$ cat config.mk
export PLATFORM = sky130hd
export DESIGN_NAME = pcvba_ffz
export DESIGN_NICKNAME = d
export VERILOG_FILES = /design/src/rtl/pcvba_pkg.sv /design/src/rtl/pcvba_ffz.sv
export SDC_FILE = /design/constraint.sdc
export NUM_CORES = 1
export LEC_CHECK = 0
export ABC_CLOCK_PERIOD_IN_PS = 2900
export BUFFER_PORTS_ARGS = -buffer_cell sky130_fd_sc_hd__buf_2
export CORE_AREA = 2 2 104 106
export CTS_BUF_LIST = sky130_fd_sc_hd__clkbuf_4 sky130_fd_sc_hd__clkbuf_8 sky130_fd_sc_hd__clkbuf_16
export DETAILED_ROUTE_END_ITERATION = 16
export DIE_AREA = 0 0 106 108
export MAX_ROUTING_LAYER = met4
export PLACE_DENSITY = 0.81
export SETUP_SLACK_MARGIN = 0.4
export SLEW_MARGIN = 20
export SYNTH_ARGS = -nofsm -noshare
export SYNTH_HDL_FRONTEND = slang
export SYNTH_SLANG_ARGS = --single-unit
export TNS_END_PERCENT = 100
$ cat constraint.sdc
create_clock -name clk -period 2.9 [get_ports clk]
set_input_delay 0.145 -clock clk [delete_from_list [all_inputs] [get_ports clk]]
set_output_delay 0.145 -clock clk [all_outputs]
set_load 0.01 [all_outputs]
$ cat src/rtl/pcvba_pkg.sv
`timescale 1ns / 1ps
`default_nettype none
// ----------------------------------------------------------------------------
// pcvba_pkg: shared types and constants of the per-CPU vector allocator
// Sizes of the bitmap store, request/result codes and the reset row pattern.
// ----------------------------------------------------------------------------
package pcvba_pkg;

  localparam int CPU_COUNT    = 256;
  localparam int VECTOR_COUNT = 256;
  localparam int RESERVED_LOW = 32;

  localparam int CPU_W = 8;
  localparam int VEC_W = 8;

  // Search is split into chunks; each chunk gets its own priority encoder
  localparam int CHUNK_W   = 64;
  localparam int CHUNKS    = VECTOR_COUNT / CHUNK_W;
  localparam int LOCAL_W   = $clog2(CHUNK_W);
  localparam int CHUNK_IDX_W = (CHUNKS > 1) ? $clog2(CHUNKS) : 1;

  typedef logic [VECTOR_COUNT-1:0] row_t;

  typedef enum logic {
    OP_ALLOC = 1'b0,
    OP_FREE  = 1'b1
  } opcode_t;

  typedef enum logic [1:0] {
    ST_OK        = 2'd0,
    ST_EXHAUSTED = 2'd1,
    ST_BAD_CPU   = 2'd2
  } status_t;

  typedef enum logic [1:0] {
    S_IDLE,
    S_READ,
    S_FIND
  } state_t;

  // Row value after reset: reserved low vectors marked used
  function automatic row_t reset_row();
    row_t r;
    for (int i = 0; i < VECTOR_COUNT; i++) begin
      r[i] = (i < RESERVED_LOW);
    end
    return r;
  endfunction

endpackage
`default_nettype wire

$ cat src/rtl/pcvba_ffz.sv
`timescale 1ns / 1ps
`default_nettype none
// ----------------------------------------------------------------------------
// pcvba_ffz: find first zero over one bitmap row
// Stage one encodes each chunk into a registered (has-zero, local index);
// the second level picks the lowest chunk with a zero.
// ----------------------------------------------------------------------------
module pcvba_ffz (
  input  wire logic                         clk,
  input  wire pcvba_pkg::row_t              row,
  output logic                              found,
  output logic [pcvba_pkg::VEC_W-1:0]       index
);

  logic [pcvba_pkg::CHUNKS-1:0]  chunk_hit;
  logic [pcvba_pkg::LOCAL_W-1:0] chunk_idx [pcvba_pkg::CHUNKS];
  logic [pcvba_pkg::CHUNKS-1:0]  hit_next;
  logic [pcvba_pkg::LOCAL_W-1:0] idx_next [pcvba_pkg::CHUNKS];

  // Per-chunk priority encode
  always_comb begin
    for (int c = 0; c < pcvba_pkg::CHUNKS; c++) begin
      hit_next[c] = 1'b0;
      idx_next[c] = '0;
      for (int b = pcvba_pkg::CHUNK_W - 1; b >= 0; b--) begin
        if (!row[c * pcvba_pkg::CHUNK_W + b]) begin
          hit_next[c] = 1'b1;
          idx_next[c] = pcvba_pkg::LOCAL_W'(b);
        end
      end
    end
  end

  // Chunk results registered
  always_ff @(posedge clk) begin
    chunk_hit <= hit_next;
    for (int c = 0; c < pcvba_pkg::CHUNKS; c++) begin
      chunk_idx[c] <= idx_next[c];
    end
  end

  // Lowest chunk holding a zero
  always_comb begin
    logic [pcvba_pkg::CHUNK_IDX_W-1:0] sel;
    sel   = '0;
    found = 1'b0;
    for (int c = pcvba_pkg::CHUNKS - 1; c >= 0; c--) begin
      if (chunk_hit[c]) begin
        sel   = pcvba_pkg::CHUNK_IDX_W'(c);
        found = 1'b1;
      end
    end
    index = pcvba_pkg::VEC_W'({sel, chunk_idx[sel]});
  end

endmodule
`default_nettype wire

Yosys cells after proc, flatten, opt, wreduce, memory -nomap -nowiden
Memory sizes are Yosys's and may differ from the RTL's.
Index checks and enable logic that the tools add are counted.
{"block": "word_totals", "regBits": 4, "mem_bits_rw": 24, "input_bits": 257, "n_memories": 1}
{"memory": "chunk_idx", "depth": 4, "word_bits": 6, "read_ports": 1, "rd_ports_with_merged_regs": 0, "write_ports": 4, "line_no": "pcvba_ffz.sv:16", "source": "logic [pcvba_pkg::LOCAL_W-1:0] chunk_idx [pcvba_pkg::CHUNKS];"}
{"block": "classes", "muxes": 268, "n_reduce_logical": 4}
{"cell": "$mux 6", "count": 256}
{"cell": "$reduce_and 63->1", "count": 4}
{"cell": "$mux 1", "count": 8}
{"cell": "$mux 2", "count": 4}

Longest topological paths before layout
{"block": "depth", "depth_word": 64, "ltp_mapped": 6}

Worst setup path after synthesis
No wires, ideal clock.
{"block": "synth_path", "path_kind": "register -> output", "startpoint": "reg chunk_hit[0] (netlist bit)", "endpoint": "out index[0] (netlist bit)", "arrival_ps": 1459, "required_ps": 2755, "path_slack_ps": 1296, "path_stages_with_launch": 3, "n_path_buf": 0, "path_cell_list": "dfxtp_1 -> nor3_1 -> mux4_2"}
{"block": "synth_between", "elab_chain_cells": 2}
{"item": "start, declared", "line_no": "pcvba_ffz.sv:15", "source": "logic [pcvba_pkg::CHUNKS-1:0] chunk_hit;"}
{"item": "start signal, assigned", "line_no": "pcvba_ffz.sv:36", "source": "chunk_hit <= hit_next;"}
{"item": "$mux 2", "line_no": "pcvba_ffz.sv:48", "source": "if (chunk_hit[c]) begin"}
{"item": "named net index (one bit)", "line_no": "pcvba_ffz.sv:12", "source": "output logic [pcvba_pkg::VEC_W-1:0] index"}
{"item": "$mem_v2 4x6"}
{"item": "end, declared", "line_no": "pcvba_ffz.sv:12"}
The timed path passes the listed nets, and every way through them passes these cells.

Worst setup path after layout
{"block": "layout_path", "startpoint": "reg chunk_hit[2] (netlist bit)", "endpoint": "out index[1] (netlist bit)"}
{"block": "layout_between", "elab_chain_cells": 4}
{"item": "$mux 2 (3 in a row)", "line_no": "pcvba_ffz.sv:48"}
{"item": "$mem_v2 4x6"}
Every way passes these cells.

==> qor.csv <==
stage,metric,value,unit
outcome,outcome,completed,
timing,Setup WS post-layout,0.766,ns
clock_network,CTS tree,yes,
synth,"Top FF cell, synth",dfxtp_1,
synth,asr flop ratio synth,0,%
clock_network,number of clock sinks,28,
timing,Final Setup Violations,0,
timing,max-slew violations,0,
routing,"antenna viol nets, final",0,
floorplanning,Starting Density,37.3,%
timing,"Hold Vio Cnt, Final",0,
cells_and_area,area delta synth->final,40.6,%
grt,total congestion overflow,0,
placement,PortBufs,265,
pwr,worst ir drop on vdd,171,uV
timing,final hold slack,0.133,ns
grt,pin count of the biggest net entering global routing,16,
worst_setup_path,Worst Setup End Kind,output pin,
routing,DRT iter0 DRCs,396,
synth,synth top area cells,"dfxtp_1 (15%), nand4_1 (11%), nand2_1 (10%)",
floorplanning,Die Height,108,um
synth,synthesized area per cell,6.30,um^2
clock_network,"CTS clk-pin slew, worst paths",0.08,ns
routing,DRC Markers,0,
floorplanning,Rows,37,
synth,syn_nets,863,
synth,Mapped Cells,606,
synth,register area share after synthesis,14.7,%
worst_setup_path,"Req. time, crit path",2.76,ns
clock_network,Hold Buf Count CTS,0,
cells_and_area,layout cells sized above 1,32.3,%
worst_setup_path,Crit path arrival time,1.99,ns
pwr,pwr/cell area,206,nW/um^2
timing,post-route clock period utilization,73.6,%
floorplanning,Top-Level Pins,266,
clock_network,CTS Buffer Depth,2,
run,max_cap viols,0,
grt,initial antenna violation count,0,
routing,count of TritonRoute iterations in the first routing pass,5,
synth,Post-synth EDFFs,0,
pwr,static leakage,2.38,nW
worst_setup_path,CP Launch Type,flop,
floorplanning,die width,106,um
synth,Mapped Area,3820,um^2
clock_network,Clock Root Buffer,clkbuf_8,
clock_network,Resize count post-CTS,0,
grt,global-route wire length before repair,23500,um
pwr,Design Power,1.11,mW
routing,final wirelength,14600,um
routing,via count,5785,
synth,"area leader, netlist",dfxtp_1,
cells_and_area,antenna cells,0,
clock_network,TritonCTS Buffers,3,
worst_setup_path,critical-path maximum fanout,7,
worst_setup_path,Setup CP Type,reg -> out,
grt,overall global routing resource usage,25.0,%
placement,Setup Slack @ Placement,1.06,ns
timing,f_max,0.469,GHz
timing,worst slew pin tran,0.891,ns
hold_path,Worst Hold Path Cells,3,
placement,routability cong.,0.927,
timing,Slew headroom,40.1,%
placement,dpl hpwl,12900,um
synth,post-synth top area share,14.7,%
hold_path,min-delay worst type,in -> reg,
timing,RSZ-0062 raised after global routing,false,
timing,post-layout min period,2.13,ns
routing,Wirelength per Cell,14.4,um
grt,vias in the first global route,5555,
synth,Yosys reg bits,28,
cells_and_area,NumNets Final,1133,
routing,vias per cell,5.72,
timing,setup TNS,0,ns
synth,Synth warnings,0,
floorplanning,core area,10200,um^2
synth,count of cell types in the netlist,55,
floorplanning,die area,11400,um^2
clock_network,Post-CTS Setup Inserts,0,
clock_network,total number of H-tree levels,1,
## sequential cells by signal, indices dropped and copies added, names as in the netlist
name       flops
chunk_idx     24
chunk_hit      4
## power by group
| part | leakage (nW) | internal [mW] | switching (mW) |
|---|---|---|---|
| clock | 0.0288 | 0.121 | 0.111 |
| sequential | 0.228 | 0.394 | 0.00431 |
| combinational | 2.12 | 0.211 | 0.267 |
| total | 2.38 | 0.727 | 0.382 |
## routing by layer
layer	global-route usage, %	vias to the layer above	part of all wire [%]
met3	3.01	27	7.1
met5	-	-	0
met2	45.9	274	50
met1	28.8	2585	40
li1	-	2899	-
met4	7.24	0	2.4
## cell families after synthesis
family	count (synthesis)	synth area share, %
multiplexers	6	3.54
buffers and inverters	49	4.82
AO/OA/AOI/OAI	182	31.3
flip-flops	28	14.7
AND/OR/NAND/NOR	341	45.6
## stage by stage
step	std cells	util [%]	cell area [um^2]
floorplan	606	-	3820
global placement	1007	52.0	5320
detailed placement	1007	52.0	5320
CTS	1011	52.5	5370
global route	1011	52.5	5370
finish	1011	52.5	5370
## synth_stat cells (8+ instances only)
library cell  count
a21oi_1          36
nor2_1           38
a21boi_0          8
a211oi_1          8
nand2_1         103
dfxtp_1          28
nand4_1          70
nor2b_1          10
a31oi_1          19
o21ai_0          47
nand3_1          47
inv_1            49
nor3_1           18
or3_1             8
nand2b_1         14
nor4_1           11
## critical path, cell delays in order, from the launching register on
cell and delay, ns:
dfxtp_1 0.37, nor2_1 0.08, nor3_1 0.69, mux4_2 0.42, buf_2 0.16
## path summary, 6_finish.rpt
path,from,end
setup / recovery,chunk_hit[2],index[1]
hold / removal,row[65],chunk_idx[1][1]
## cell usage in the layout, fill, tap and decap left out, types with 4 or more instances in the layout
| cell | synthesis | routed |
|---|---|---|
| a311oi_1 | 4 | 4 |
| o221ai_1 | 4 | 4 |
| buf_2 | 0 | 265 |
| nor2b_1 | 10 | 10 |
| nor2_1 | 38 | 38 |
| nand4_1 | 70 | 70 |
| a41oi_1 | 4 | 4 |
| and4_1 | 6 | 6 |
| a211oi_1 | 8 | 8 |
| nor4_1 | 11 | 11 |
| a21boi_0 | 8 | 8 |
| mux4_2 | 6 | 6 |
| a21oi_1 | 36 | 36 |
| nand2_1 | 103 | 103 |
| dfxtp_1 | 28 | 28 |
| o211ai_1 | 7 | 7 |
| nand2b_1 | 14 | 14 |
| inv_1 | 49 | 49 |
| o21ai_0 | 47 | 47 |
| o2111ai_1 | 7 | 7 |
| or3_1 | 8 | 8 |
| nand3_1 | 47 | 47 |
| a211o_1 | 7 | 7 |
| a221oi_1 | 4 | 4 |
| a31oi_1 | 19 | 19 |
| clkbuf_8 | 0 | 4 |
| nor3_1 | 18 | 18 |
## area by class of cell
cell class                      count  area, um^2
Sequential cell                    28         561
Fill cell                        1091        4860
Multi-Input combinational cell    529        3070
Clock buffer                        4        55.1
Tap cell                          136         170
Timing Repair Buffer              265        1330
Inverter                           49         184
(Power assumes the default switching activity.)
